`config.mk`:
```
export PLATFORM = sky130hd
export DESIGN_NAME = bounded_buffer_request_arbiter
export DESIGN_NICKNAME = d
export VERILOG_FILES = /design/src/hdl/bbra_pkg.sv /design/src/hdl/bbra_req_queue.sv /design/src/hdl/bbra_data_buf.sv /design/src/hdl/bounded_buffer_request_arbiter.sv
export SDC_FILE = /design/constraint.sdc
export NUM_CORES = 1
export LEC_CHECK = 0
export BUFFER_PORTS_ARGS = -buffer_cell sky130_fd_sc_hd__buf_2
export CAP_MARGIN = 20
export CORE_MARGIN = 2
export CORE_UTILIZATION = 48
export CTS_CLUSTER_DIAMETER = 150
export DETAILED_ROUTE_END_ITERATION = 10
export GPL_TIMING_DRIVEN = 1
export PLACE_DENSITY = 0.73
export SYNTH_ARGS = -nofsm -noshare
export SYNTH_HDL_FRONTEND = slang
export SYNTH_SLANG_ARGS = --single-unit
```
`constraint.sdc`:
```
create_clock -name clk -period 6.1 [get_ports clk]
set_input_delay 0.305 -clock clk [delete_from_list [all_inputs] [get_ports clk]]
set_output_delay 0.305 -clock clk [all_outputs]
set_load 0.05 [all_outputs]
```
`src/hdl/bbra_pkg.sv`:
```
package bbra_pkg;

	localparam int CAP_W = 5;
	localparam logic [CAP_W-1:0] CAP_RESET = 5'd16;

	typedef enum logic [1:0] {
		OP_PUT  = 2'd0,
		OP_GET  = 2'd1,
		OP_IDLE = 2'd2,
		OP_RSVD = 2'd3
	} op_t;

	typedef enum logic [1:0] {
		SRV_NONE = 2'd0,
		SRV_PUT  = 2'd1,
		SRV_GET  = 2'd2,
		SRV_RSVD = 2'd3
	} srv_t;

	typedef struct packed {
		logic [1:0] op;
		logic [7:0] requester;
		logic [7:0] put_value;
	} req_item_t;

	typedef struct packed {
		logic [1:0]       served;
		logic [7:0]       served_requester;
		logic [7:0]       data_value;
		logic [CAP_W-1:0] occupancy;
		logic             dropped;
	} rsp_item_t;

	typedef struct packed {
		logic push_ok;
		logic waiting;
	} q_stat_t;

	typedef struct packed {
		logic full;
		logic empty;
	} buf_stat_t;

endpackage

```
`src/hdl/bbra_req_queue.sv`:
```
module bbra_req_queue #(
	parameter int DEPTH = 16,
	parameter int W     = 24
) (
	input  logic              clk,
	input  logic              arst_n,
	input  logic              push_req,
	input  logic [W-1:0]      push_data,
	input  logic              pop,
	output bbra_pkg::q_stat_t stat,
	output logic [W-1:0]      head_data
);
	import bbra_pkg::*;

	localparam int PTR_W = (DEPTH > 1) ? $clog2(DEPTH) : 1;
	localparam int CNT_W = $clog2(DEPTH + 1);
	localparam int SUM_W = PTR_W + 2;

	logic [W-1:0]     mem [DEPTH];
	logic [W-1:0]     hd_q;
	logic [PTR_W-1:0] head_q;
	logic [CNT_W-1:0] count_q;
	logic [SUM_W-1:0] sum;
	logic [PTR_W-1:0] tail;
	logic [PTR_W-1:0] next_head;
	logic             push_ok;

	assign push_ok = push_req && (count_q != CNT_W'(DEPTH));
	assign sum     = SUM_W'(head_q) + SUM_W'(count_q);
	assign tail    = (sum >= SUM_W'(DEPTH)) ? PTR_W'(sum - SUM_W'(DEPTH)) : PTR_W'(sum);

	always_comb begin
		next_head = head_q;
		if (pop) begin
			next_head = (head_q == PTR_W'(DEPTH - 1)) ? '0 : head_q + PTR_W'(1);
		end
	end

	// An empty queue serves the item pushed in this same step.
	assign head_data    = (count_q == '0) ? push_data : hd_q;
	assign stat.push_ok = push_ok;
	assign stat.waiting = (count_q != '0) || push_ok;

	always_ff @(posedge clk or negedge arst_n) begin
		if (!arst_n) begin
			head_q  <= '0;
			count_q <= '0;
		end else begin
			head_q  <= next_head;
			count_q <= count_q + CNT_W'(push_ok) - CNT_W'(pop);
		end
	end

	// The head entry is prefetched into a register from the next head pointer; a write to the next head bypasses.
	always_ff @(posedge clk) begin
		if (push_ok) begin
			mem[tail] <= push_data;
		end
		if (push_ok && (tail == next_head)) begin
			hd_q <= push_data;
		end else begin
			hd_q <= mem[next_head];
		end
	end

endmodule

```
`src/hdl/bbra_data_buf.sv`:
```
module bbra_data_buf #(
	parameter int DEPTH = 16
) (
	input  logic                           clk,
	input  logic                           arst_n,
	input  logic [bbra_pkg::CAP_W-1:0]     capacity,
	input  logic                           put,
	input  logic                           get,
	input  logic [7:0]                     wdata,
	output bbra_pkg::buf_stat_t            stat,
	output logic [7:0]                     rdata,
	output logic [bbra_pkg::CAP_W-1:0]     occupancy
);
	import bbra_pkg::*;

	localparam int PTR_W = (DEPTH > 1) ? $clog2(DEPTH) : 1;
	localparam int CNT_W = $clog2(DEPTH + 1);
	localparam int SUM_W = PTR_W + 2;

	logic [7:0]       mem [DEPTH];
	logic [7:0]       hd_q;
	logic [PTR_W-1:0] head_q;
	logic [CNT_W-1:0] count_q;
	logic [CNT_W-1:0] count_next;
	logic [CNT_W-1:0] eff_cap;
	logic [SUM_W-1:0] sum;
	logic [PTR_W-1:0] tail;
	logic [PTR_W-1:0] next_head;

	// A capacity of zero acts as one; above the depth it acts as the depth.
	always_comb begin
		priority if (32'(capacity) > DEPTH) begin
			eff_cap = CNT_W'(DEPTH);
		end else if (capacity == '0) begin
			eff_cap = CNT_W'(1);
		end else begin
			eff_cap = CNT_W'(capacity);
		end
	end

	assign stat.full  = count_q >= eff_cap;
	assign stat.empty = count_q == '0;

	assign sum        = SUM_W'(head_q) + SUM_W'(count_q);
	assign tail       = (sum >= SUM_W'(DEPTH)) ? PTR_W'(sum - SUM_W'(DEPTH)) : PTR_W'(sum);
	assign count_next = count_q + CNT_W'(put) - CNT_W'(get);
	assign occupancy  = CAP_W'(count_next);
	assign rdata      = hd_q;

	always_comb begin
		next_head = head_q;
		if (get) begin
			next_head = (head_q == PTR_W'(DEPTH - 1)) ? '0 : head_q + PTR_W'(1);
		end
	end

	always_ff @(posedge clk or negedge arst_n) begin
		if (!arst_n) begin
			head_q  <= '0;
			count_q <= '0;
		end else begin
			head_q  <= next_head;
			count_q <= count_next;
		end
	end

	always_ff @(posedge clk) begin
		if (put) begin
			mem[tail] <= wdata;
		end
		if (put && (tail == next_head)) begin
			hd_q <= wdata;
		end else begin
			hd_q <= mem[next_head];
		end
	end

endmodule

```
`src/hdl/bounded_buffer_request_arbiter.sv`:
```
// A request item is captured in the input register; its result is offered from the result register.
// Throughput: one item per cycle; the input register and the result register
// step together whenever the result register is empty or being taken.
// Reset (arst_n low, asynchronous): queues and data buffer empty, arrival
// stamp zero, capacity 16. Stored entries are not cleared and need no pass.
module bounded_buffer_request_arbiter #(
	parameter int BUF_DEPTH  = 16,
	parameter int REQ_DEPTH  = 16,
	parameter int STAMP_BITS = 8
) (
	input  logic                       clk,
	input  logic                       arst_n,
	input  logic                       req_valid,
	output logic                       req_ready,
	input  bbra_pkg::req_item_t        req,
	output logic                       rsp_valid,
	input  logic                       rsp_ready,
	output bbra_pkg::rsp_item_t        rsp,
	input  logic                       capacity_we,
	input  logic [bbra_pkg::CAP_W-1:0] capacity_wdata
);
	import bbra_pkg::*;

	localparam int PUT_W = 16 + STAMP_BITS;
	localparam int GET_W = 8 + STAMP_BITS;

	req_item_t             req_s1;
	logic                  valid_s1;
	rsp_item_t             rsp_s2;
	logic                  valid_s2;
	logic [CAP_W-1:0]      capacity_q;
	logic [STAMP_BITS-1:0] stamp_q;
	logic                  advance;

	q_stat_t               pq_stat;
	q_stat_t               gq_stat;
	buf_stat_t             buf_stat;
	logic [PUT_W-1:0]      pq_head;
	logic [GET_W-1:0]      gq_head;
	logic [7:0]            buf_rdata;
	logic [CAP_W-1:0]      occ_next;
	logic [STAMP_BITS-1:0] stamp_diff;
	logic                  put_req;
	logic                  get_req;
	logic                  do_put;
	logic                  do_get;
	rsp_item_t             rsp_next;

	assign advance   = valid_s1 && (!valid_s2 || rsp_ready);
	assign req_ready = !valid_s1 || advance;
	assign put_req   = advance && (req_s1.op == OP_PUT);
	assign get_req   = advance && (req_s1.op == OP_GET);

	bbra_req_queue #(.DEPTH(REQ_DEPTH), .W(PUT_W)) u_put_q (
		.clk       (clk),
		.arst_n    (arst_n),
		.push_req  (put_req),
		.push_data ({req_s1.requester, req_s1.put_value, stamp_q}),
		.pop       (do_put),
		.stat      (pq_stat),
		.head_data (pq_head)
	);

	bbra_req_queue #(.DEPTH(REQ_DEPTH), .W(GET_W)) u_get_q (
		.clk       (clk),
		.arst_n    (arst_n),
		.push_req  (get_req),
		.push_data ({req_s1.requester, stamp_q}),
		.pop       (do_get),
		.stat      (gq_stat),
		.head_data (gq_head)
	);

	bbra_data_buf #(.DEPTH(BUF_DEPTH)) u_buf (
		.clk       (clk),
		.arst_n    (arst_n),
		.capacity  (capacity_q),
		.put       (do_put),
		.get       (do_get),
		.wdata     (pq_head[STAMP_BITS +: 8]),
		.stat      (buf_stat),
		.rdata     (buf_rdata),
		.occupancy (occ_next)
	);

	// Stamps wrap, so the older one is the one whose modular difference is negative.
	assign stamp_diff = pq_head[STAMP_BITS-1:0] - gq_head[STAMP_BITS-1:0];

	always_comb begin
		do_put = 1'b0;
		do_get = 1'b0;
		if (advance) begin
			priority if (pq_stat.waiting && !gq_stat.waiting) begin
				do_put = !buf_stat.full;
			end else if (gq_stat.waiting && !pq_stat.waiting) begin
				do_get = !buf_stat.empty;
			end else if (pq_stat.waiting && gq_stat.waiting) begin
				priority if (buf_stat.empty) begin
					do_put = 1'b1;
				end else if (buf_stat.full) begin
					do_get = 1'b1;
				end else if (stamp_diff[STAMP_BITS-1]) begin
					do_put = 1'b1;
				end else begin
					do_get = 1'b1;
				end
			end
		end
	end

	always_comb begin
		rsp_next.served           = SRV_NONE;
		rsp_next.served_requester = '0;
		rsp_next.data_value       = '0;
		rsp_next.occupancy        = occ_next;
		rsp_next.dropped          = (put_req && !pq_stat.push_ok) ||
		                            (get_req && !gq_stat.push_ok);
		if (do_put) begin
			rsp_next.served           = SRV_PUT;
			rsp_next.served_requester = pq_head[PUT_W-1 -: 8];
			rsp_next.data_value       = pq_head[STAMP_BITS +: 8];
		end else if (do_get) begin
			rsp_next.served           = SRV_GET;
			rsp_next.served_requester = gq_head[GET_W-1 -: 8];
			rsp_next.data_value       = buf_rdata;
		end
	end

	always_ff @(posedge clk or negedge arst_n) begin
		if (!arst_n) begin
			valid_s1   <= 1'b0;
			valid_s2   <= 1'b0;
			capacity_q <= CAP_RESET;
			stamp_q    <= '0;
		end else begin
			if (req_ready) begin
				valid_s1 <= req_valid;
			end
			if (advance) begin
				valid_s2 <= 1'b1;
			end else if (rsp_ready) begin
				valid_s2 <= 1'b0;
			end
			if (capacity_we) begin
				capacity_q <= capacity_wdata;
			end
			if (pq_stat.push_ok || gq_stat.push_ok) begin
				stamp_q <= stamp_q + STAMP_BITS'(1);
			end
		end
	end

	always_ff @(posedge clk) begin
		if (req_valid && req_ready) begin
			req_s1 <= req;
		end
		if (advance) begin
			rsp_s2 <= rsp_next;
		end
	end

	assign rsp_valid = valid_s2;
	assign rsp       = rsp_s2;

	a_put_not_full: assert property (@(posedge clk) disable iff (!arst_n)
		do_put |-> !buf_stat.full)
		else $error("put served into a full data buffer");

	a_get_not_empty: assert property (@(posedge clk) disable iff (!arst_n)
		do_get |-> !buf_stat.empty)
		else $error("get served from an empty data buffer");

	a_stamp_on_push: assert property (@(posedge clk) disable iff (!arst_n)
		!$stable(stamp_q) |-> $past(pq_stat.push_ok || gq_stat.push_ok))
		else $error("arrival stamp moved without a queued request");

	a_one_serve: assert property (@(posedge clk) disable iff (!arst_n)
		(do_put || do_get) |-> advance && !(do_put && do_get))
		else $error("serve outside a step or both serves at once");

endmodule

```
Yosys cells after proc, flatten, opt, wreduce, memory -nomap -nowiden
Memories as Yosys holds them, arrays and structs flattened. A register that Yosys moved wholly into a read port is not among the register bits.
Cells that the tools add are included.

operators by class
  $add $sub $neg = 17
  multiply operators = 0
  div/mod/pow operators = 0
  magnitude comparators = 5
  equality and inequality tests = 6
  shift operators = 0
  muxes and demuxes = 37
  bitwise logic cells = 0
  reduce and logical (&&, ||, !) cells = 33

operators with widths
  cell                                                  count
  two-way mux 4 bit                                     9
  two-way mux 16 bit                                    2
  two-way mux 24 bit                                    1
  two-way mux 1 bit                                     22
  logical NOT 5 bit                                     4
  adder 4 x 5 -> 6 bit                                  3
  >= comparator 6 x 5 -> 1 bit (second input constant)  3
  two-way mux 18 bit                                    1
  adder 5 x 1 -> 5 bit                                  3
  subtractor 5 x 1 -> 5 bit                             3
  adder 4 x 1 -> 4 bit (second input constant)          3
  == test 4 bit (second input constant)                 3
  subtractor 4 x 1 -> 4 bit (second input constant)     3
  logical AND 1 bit                                     11
  two-way mux 5 bit                                     2
  inequality test 5 bit (second input constant)         2
  nonzero test 5 bit                                    2
  adder 8 x 1 -> 8 bit (second input constant)          1
  logical NOT 1 bit                                     8
  subtractor 8 bit                                      1
  logical OR 1 bit                                      6
  >= comparator 5 bit                                   1
  > comparator 5 bit (second input constant)            1
  == test 2 x 1 -> 1 bit (second input constant)        1
  other kinds (2)                                       2

storage, ports and cells
  flip-flop bits (word level) = 84
  latch bits = 0
  memory bits (writable) = 768
  bits in read-only memories = 0
  bits of input ports = 28
  output and inout port bits = 26
  logic and storage cells = 119
  memories = 3

memories
  name         words  width  rd ports  clocked after Yosys merged registers in  wr ports  RTL line              text
  u_put_q.mem  16     24     1         1                                        1         bbra_req_queue.sv:19  logic [W-1:0] mem [DEPTH];
  u_get_q.mem  16     16     1         1                                        1         bbra_req_queue.sv:19
  u_buf.mem    16     8      1         1                                        1         bbra_data_buf.sv:20   logic [7:0] mem [DEPTH];

Depth between registers and ports, before layout
Gate-level depths: netlist of run 1.

  depth in word-level cells = 13
  depth in mapped cells = 26
  mapped depth without buffers = 23

Modules after synthesis
A second synthesis of run 1 with hierarchy kept.

second synthesis, totals
  cells, all modules = 1,717
  area total of the unflattened synthesis = 34,893.5 um2

modules (own cells, without submodules)
  module                          times used  cells an instance  area an instance (um2)  seq. area each (um2)
  bbra_req_queue at u_put_q       1           723                15,843.9                11,836.4
  bbra_req_queue at u_get_q       1           511                10,756.6                7,992.7
  bbra_data_buf                   1           303                5,829.3                 4,149.0
  bounded_buffer_request_arbiter  1           180                2,463.6                 1,637.8

Least setup slack after synthesis of run 1
Ideal clock, no wire load.

  path type = register to register
  start point = register with a tool-made name
  end point = register rsp_s2, in the netlist rsp[5], data pin
  library setup time = 0.263 ns
  arrival time = 6.116 ns
  data required time = 5.837 ns
  slack = -0.279 ns
  cell stages (with the launch flop) = 26
  path buffers = 5
  clock period less this slack = 6.379 ns
  path through = dfxtp_1 buf_2 buf_2 buf_2 buf_1 mux4_2 mux4_2 mux2_2 ha_1 a21o_1 a21o_1 a211oi_1 nand4_1 o31ai_1 xor2_1 o31ai_2 inv_2 buf_4 ha_1 inv_1 ha_1 fa_1 a21oi_1 nor2_1 nor2_1 xnor2_1

RTL lines
  element                 RTL line                               text
  end signal: assignment  bounded_buffer_request_arbiter.sv:158  rsp_s2 <= rsp_next;
  end: declaration        bounded_buffer_request_arbiter.sv:29   rsp_item_t rsp_s2;

==> run metrics, run 1 <==
Post-synth EDFFs=810; die area=between 70,000 and 80,000 um^2; Top-Level Pins=54; placed cell count=roughly 2,600; worst-path cell chain=mux4_2 -> mux4_2 -> mux2_2 -> ha_1 -> a21o_1 -> a21o_1 -> a211oi_1 -> nand4_1 -> o31ai_1 -> buf_4 -> xor2_1 -> o31ai_2 -> inv_2 -> buf_4 -> ha_1 -> inv_1 -> ha_1 -> fa_1 -> a21oi_1 -> nor2_1 -> nor2_1 -> xnor2_1; outcome=finished, final reports clean; # nets final=1,849; setup tns final=0 ns; Std-Cell Rows=97; Worst Path Arrival=6.20 ns; Clock Sink Count=864; core area=~70,000 um^2; initial core utilization=0.486; CTS tree=built; fin. max-slew vios=0; maximum clock rate=~0.18 GHz; vias per inst=5.85; Setup WS pre-CTS=0.451 ns; Crit Path Category=reg -> reg; number of global-route vias before repair=between 15,000 and 20,000; Yosys warning count=0; Post-Syn Area=34,100 um^2; final setup fails=0; Wirelength per Cell=25.8 um; H-tree levels=3; largest net degree at the start of global routing=46; Worst Max-Slew Pin Slew=1.08 ns; most repeated library cell on the critical path=ha_1; Peak supply drop=0.359 mV; Primary FF master, synth=edfxtp_1; CP max stage cell=dfxtp_4; worst rel slew slack=0.279; DR pass1 iterations=5; Leakage=~13 nW; Yosys top cell by area=edfxtp_1; non-filler cells, final=2,786; ys async rst share=0.0486; Final WS setup=0.436 ns; RSZ-0062 raised after global routing=false; Synth Net Count=~1,700; Routed WL=just over 70,000 um; Startpoint Class=register; clock skew=about 0.033 ns; PortBufs=53; sequential area share after synthesis=0.751; clk_lat worst skew=0.63 ns; Clock transition at path regs=0.06 ns; Die X=271 um; Starting DRT DRC Count=1,803; gpl congestion=~0.78; Post-Synthesis Cells=1,575; CTS buffer count=86; share of cells above drive strength 1=0.299; Residual DRC=0; Synth top area share=0.713; final period utilization=0.929; synth-to-layout area growth=15.4%; Crit. End Element=register; clk buf depth=3; via count=16,300; Yosys cell types=~50; required arrival time at the worst endpoint=6.63 ns; CP Max Fanout=27; gr usage total=0.198; Worst Hold Class=in -> reg; Crit path max-delay family=multiplexers; minimum clock period=5.66 ns; buffers plus inverters on the worst setup path=4; Root Driver=clkbuf_16; maxcap violations=0; synthesized area per cell=21.6 um^2; synth top area cells=edfxtp_1, mux4_2, dfrtp_1, ha_1, mux2i_1; dpl hpwl=41,000 um; Final Hold Vio Count=0; Power Density=500 nW/um^2; total congestion overflow=0; chip height=271 um; remaining antenna violation count=0; FF+latch count, synth=between 800 and 900; Critical Path Max Stage Delay=0.68 ns; initial antenna violation count=0; first-pass GRT wire length=107,000 um
placed cells by master, fill, tap and decap left out, drive strengths merged, types with 9 or more instances in the layout:
master	n
mux4	229
inv	37
dlygate4sd3	32
clkbuf	110
a21o	12
clkinv	32
nor2	63
bufinv	12
dfrtp	41
mux2	26
nand2	37
nand3	9
dfxtp	12
ha	42
xor2	16
mux2i	34
a21oi	14
xnor2	23
edfxtp	810
buf	142
final cells by class:
| type | instances | area [um^2] |
|---|---|---|
| tap | 940 | 1180 |
| inverter | 33 | 124 |
| clock buffer | 110 | 2300 |
| sequential | 864 | 25600 |
| multi-input combinational | 614 | 8140 |
| fill | 5115 | 30800 |
| clock inverter | 50 | 583 |
| antenna | 1 | 2.50 |
| timing repair buffer | 174 | 1380 |
through the flow:
| step | area, um^2 | power [mW] | hold slack (ns) | util |
|---|---|---|---|---|
| after global routing | 39300 | 20.5 | 0.0503 | 0.561 |
| after floorplan | 34100 | 12.5 | 0.00941 | - |
| after global placement | 36000 | 14.1 | 0.450 | 0.513 |
| after CTS | 39200 | 19.7 | 0.00115 | 0.558 |
| after detailed placement | 36000 | 14.3 | 0.455 | 0.513 |
| final | 39300 | 19.7 | 0.0548 | 0.561 |
cells by family (layout without fill, tap and decap cells):
family / Yosys count / after routing / synth area share
AND/OR/NAND/NOR: 166 / 166 / 0.0230
other: 0 / 1 / 0
buffers and inverters: 97 / 367 / 0.0115
multiplexers: 289 / 289 / 0.170
XOR/XNOR: 39 / 39 / 0.0100
flip-flops: 864 / 864 / 0.751
AO/OA/AOI/OAI: 72 / 72 / 0.0154
adder cells (fa/ha/maj): 48 / 48 / 0.0189
state kept, by name, indices dropped and copies added (netlist names), 8 cells and up, named ones only:
register     flops
req_s1          18
rsp             24
stamp_q          8
u_buf.mem      128
u_get_q.mem    256
u_put_q.mem    384
final timing paths:
kind,endpoint,slack [ns],depth (start not counted),startpoint
max,u_get_q.count_q[4]$_DFF_PN0_,0.44,22,register
min,capacity_q[0]$_DFFE_PN0P_,0.05,2,capacity_we
max reg2reg,u_get_q.count_q[4]$_DFF_PN0_,0.44,22,register
min reg2reg,rsp_valid$_DFFE_PN0P_,0.49,1,valid_s1$_DFFE_PN0N_
max in group asynchronous,u_buf.count_q[2]$_DFF_PN0_,5.31,3,arst_n
min in group asynchronous,stamp_q[1]$_DFFE_PN0P_,0.31,3,arst_n
layer usage:
metal	GRT usage	part of all wire	routed length, um	vias to the layer above
met1	0.268	0.40	28900	8580
met4	0.0618	0.025	1770	0
met2	0.333	0.51	36400	664
met5	0	0	0	-
met3	0.0317	0.067	4850	127
li1	-	-	-	6935
report_power, final:
group | leakage [nW] | internal [mW] | total (mW) | switching (mW)
sequential | 8.03 | 7.62 | 8.27 | 0.652
combinational | 3.57 | 2.70 | 6.04 | 3.33
clock | 1.40 | 3.19 | 5.36 | 2.17
total | 13.0 | 13.5 | 19.7 | 6.16
what timing repair did:
item,in CTS,in global routing
gates resized for setup,0,0
setup buffers,0,0
hold buffers,32,0
endpoints found under the hold margin,66,0
worst reg2reg max path, delay by kind of cell, from the launching register on:
family / cells / cell delay, ns
multiplexers: 3 / 1.34
flip-flops: 1 / 0.68
buffers and inverters: 4 / 0.49
XOR/XNOR: 2 / 0.20
AND/OR/NAND/NOR: 3 / 0.30
adder cells (fa/ha/maj): 4 / 1.25
AO/OA/AOI/OAI: 6 / 1.30
synth_stat cells, types with 14 or more instances:
| cell | n |
|---|---|
| edfxtp_1 | 810 |
| mux4_2 | 229 |
| nor2_1 | 63 |
| ha_1 | 42 |
| dfrtp_1 | 41 |
| nand2_1 | 37 |
| mux2i_1 | 34 |
| inv_1 | 31 |
| mux2_2 | 26 |
| clkbuf_1 | 25 |
| xnor2_1 | 23 |
| buf_1 | 22 |
| xor2_1 | 16 |
| a21oi_1 | 14 |
| buf_2 | 14 |
(Power assumes the default switching activity.)
==> run 2: changes to the inputs <==
--- a/config.mk
+++ b/config.mk
@@ -5,6 +5,7 @@
 export SDC_FILE = /design/constraint.sdc
 export NUM_CORES = 1
 export LEC_CHECK = 0
+export ABC_CLOCK_PERIOD_IN_PS = 6100
 export BUFFER_PORTS_ARGS = -buffer_cell sky130_fd_sc_hd__buf_2
 export CAP_MARGIN = 20
 export CORE_MARGIN = 2
@@ -15,4 +16,5 @@
 export PLACE_DENSITY = 0.73
 export SYNTH_ARGS = -nofsm -noshare
 export SYNTH_HDL_FRONTEND = slang
+export SYNTH_HIERARCHICAL = 1
 export SYNTH_SLANG_ARGS = --single-unit
==> run 2 against run 1 <==
  * Worst hold slack gained 0.081 ns
  * Via count up 5.6%
  * Power increased by 2.8%
  * Register-to-register slack improved by 0.50 ns
  * Highest routed layer unchanged
==> run metrics, run 2 <==
outcome=finished, final reports clean (unchanged); chip height=274 um (was 271 um); clk buf depth=3 (unchanged); Clock Power Share=0.263 (was 0.273); required arrival time at the worst endpoint=6.65 ns (was 6.63 ns); Yosys warning count=6 (was 0); buffers plus inverters on the worst setup path=3 (was 4); FF+latch count, synth=864 (unchanged); most repeated library cell on the critical path=ha_1 (unchanged); core area=71,700 um^2 (was 70,100 um^2); Root Driver=clkbuf_16 (unchanged); CTS tree=built (unchanged); ys async rst share=0.0486 (unchanged); vias per inst=5.88 (was 5.85); Sw Ratio=0.337 (was 0.313); Worst Max-Slew Pin Slew=1.08 ns (about the same); worst-path cell chain=inv_1 -> ha_1 -> nor4b_4 -> nor3b_2 -> a32oi_1 -> nand3_1 -> ha_1 -> a211o_1 -> a211oi_2 -> xnor2_1 -> a32oi_2 -> nor2_1 -> buf_4 -> ha_1 -> inv_1 -> ha_1 -> fa_1 -> a21oi_1 -> nor2_1 -> nor2_1 -> xnor2_1 (was mux4_2 -> mux4_2 -> mux2_2 -> ha_1 -> a21o_1 -> a21o_1 -> a211oi_1 -> nand4_1 -> o31ai_1 -> buf_4 -> xor2_1 -> o31ai_2 -> inv_2 -> buf_4 -> ha_1 -> inv_1 -> ha_1 -> fa_1 -> a21oi_1 -> nor2_1 -> nor2_1 -> xnor2_1); Cell Int Power=13.4 mW (was 13.5 mW); synth-to-layout area growth=14.4% (was 15.4%); DR pass1 iterations=5 (unchanged); Yosys cell types=54 (was 51); Starting DRT DRC Count=1,642 (was 1,803); H-tree levels=3 (unchanged); Worst Hold Class=in -> async (was in -> reg); # nets final=1,984 (was 1,849); Worst Path Arrival=5.72 ns (was 6.20 ns); dpl hpwl=43,100 um (was 41,000 um); setup tns final=0 ns (unchanged); post_cts resized=0 (unchanged); Top-Level Pins=54 (unchanged); final setup fails=0 (unchanged); initial core utilization=0.486 (about the same); reg2reg path depth=21 (was 22); Most flops, register=u_put_q/mem (was u_put_q.mem); Synth Net Count=1,793 (was 1,651); worst rel slew slack=0.274 (was 0.279); Power Density=507 nW/um^2 (was 500 nW/um^2); CTS buffer count=87 (was 86); minimum clock period=5.16 ns (was 5.66 ns); Crit Path Category=reg -> reg (unchanged); Clock transition at path regs=0.06 ns (about the same); top cells by count, synth=edfxtp_1, mux4_2, nand2_1, nor2_1, mux2i_1 (was edfxtp_1, mux4_2, nor2_1, ha_1, dfrtp_1); maxcap violations=0 (unchanged); gr usage total=0.201 (was 0.198); Leakage=13.4 nW (was 13.0 nW); Sequential Power Share=0.407 (was 0.420); Clock Sink Count=864 (unchanged); synth top area cells=edfxtp_1, mux4_2, mux4_1, dfrtp_1, mux2i_1 (was edfxtp_1, mux4_2, dfrtp_1, ha_1, mux2i_1); CP Max Fanout=10 (was 27); total congestion overflow=0 (unchanged); die area=74,900 um^2 (was 73,200 um^2); commonest non-fill, non-tap cell in the layout=edfxtp_1 (unchanged); initial antenna violation count=0 (unchanged); fin. max-slew vios=0 (unchanged); Post-Synthesis Cells=1,717 (was 1,575); Routed WL=73,800 um (was 71,900 um); Crit path max-delay family=simple AND/OR/NAND/NOR gates (was multiplexers); sequential area share after synthesis=0.734 (was 0.751); Wirelength per Cell=25.2 um (was 25.8 um); gr busiest metal=met2 (unchanged); Critical Path Max Stage Delay=0.59 ns (was 0.68 ns); synthesized area per cell=20.3 um^2 (was 21.6 um^2); CP max stage cell=nor4b_4 (was dfxtp_4); power share of the combinational group=0.330 (was 0.307); Final Hold Vio Count=0 (unchanged); largest net degree at the start of global routing=48 (was 46); PortBufs=53 (unchanged); Hold Worst Slack=0.136 ns (was 0.0548 ns); grt met2 use=0.328 (was 0.333); max reg flops=384 (unchanged); RSZ-0062 raised after global routing=false (unchanged); remaining antenna violation count=0 (unchanged); Std-Cell Rows=98 (was 97); P_sw=6.82 mW (was 6.16 mW); Total Power=20.2 mW (was 19.7 mW); count leader, synth=edfxtp_1 (unchanged); Yosys top cell by area=edfxtp_1 (unchanged); via count=17,200 (was 16,300); Residual DRC=0 (unchanged); clock skew=0.0303 ns (was 0.0325 ns); Die X=274 um (was 271 um); first-pass GRT wire length=112,000 um (was 107,000 um); maximum clock rate=0.194 GHz (was 0.177 GHz); clk_lat worst skew=0.65 ns (was 0.63 ns); Largest regs=u_put_q/mem: 384 flops, u_get_q/mem: 256 flops, u_buf/mem: 128 flops (was u_put_q.mem: 384 flops, u_get_q.mem: 256 flops, u_buf.mem: 128 flops); most frequent cells in the layout=edfxtp_1, mux4_2, clkbuf_16 (unchanged); Primary FF master, synth=edfxtp_1 (unchanged); share of cells above drive strength 1=0.261 (was 0.299); gpl congestion=0.835 (was 0.782); # diodes=0 (was 1); Post-synth EDFFs=810 (unchanged); number of global-route vias before repair=17,700 (was 16,700); Crit. End Element=register (unchanged); final period utilization=0.847 (was 0.929); met3 usage=0.0364 (was 0.0317); Post-Syn Area=34,900 um^2 (was 34,100 um^2); Startpoint Class=register (unchanged); WP depth=21 (was 22); Synth top area share=0.697 (was 0.713); Peak supply drop=0.385 mV (was 0.359 mV); met1 usage=0.280 (was 0.268)
-- run 2: worst paths after layout --
check | from | slack, ns | end
worst max-delay path | u_put_q/count_q[2]$_DFF_PN0_ | 0.94 | u_put_q/count_q[4]$_DFF_PN0_
worst min-delay path | arst_n | 0.14 | u_get_q/count_q[2]$_DFF_PN0_
worst max register to register | u_put_q/count_q[2]$_DFF_PN0_ | 0.94 | u_put_q/count_q[4]$_DFF_PN0_
worst min register to register | valid_s1$_DFFE_PN0N_ | 0.50 | rsp_valid$_DFFE_PN0P_
max in group asynchronous | arst_n | 5.46 | stamp_q[2]$_DFFE_PN0P_
min in group clk | req[6] | 0.37 | req_s1[6]$_DFFE_PP_
-- run 2: through the flow --
stage / std cells / instance area [um^2] / setup slack [ns] / util
2_1_floorplan: 1717 / 34900 / 1.12 / -
3_5_place_dp: 2730 / 36600 / 0.982 / 0.510
5_1_grt: 2929 / 39900 / 0.515 / 0.556
4_1_cts: 2922 / 39800 / 0.934 / 0.554
3_3_place_gp: 2730 / 36600 / 1.16 / 0.510
6_report: 2929 / 39900 / 0.936 / 0.556
-- run 2: power by group through the flow --
stage	Sequential (mW)	Clock, mW	Combinational [mW]
after global routing	8.34	5.64	7.15
after CTS	8.32	5.42	6.57
after global placement	8.40	0	6.33
after floorplan	8.27	0	4.72
after detailed placement	8.44	0	6.49
final	8.24	5.32	6.66
-- run 2: layer usage --
| layer | vias up | part of all wire |
|---|---|---|
| met4 | 0 | 0.025 |
| li1 | 7401 | - |
| met3 | 129 | 0.070 |
| met5 | - | 0 |
| met1 | 9014 | 0.41 |
| met2 | 682 | 0.49 |
-- run 2: cell type report --
type | count | area (um^2)
clock buffer | 101 | 2230
clock inverter | 59 | 631
fill | 5262 | 31800
inverter | 35 | 131
multi-input combinational | 744 | 8730
sequential | 864 | 25600
tap | 950 | 1190
timing repair buffer | 176 | 1360
-- run 2: what timing repair did --
action | in CTS | in global routing
endpoints found under the hold margin | 66 | 0
setup buffers | 0 | 0
hold buffers | 32 | 0
-- run 2: logic make-up (layout without fill, tap and decap cells) --
kind of cell | count (synthesis) | in the layout | share of synthesized area
flops | 864 | 864 | 0.734
compound gates | 119 | 119 | 0.0238
buf+inv | 109 | 371 | 0.0202
fa+ha+maj | 48 | 48 | 0.0185
simple gates | 241 | 241 | 0.0329
xor+xnor | 39 | 39 | 0.00979
mux | 297 | 297 | 0.161
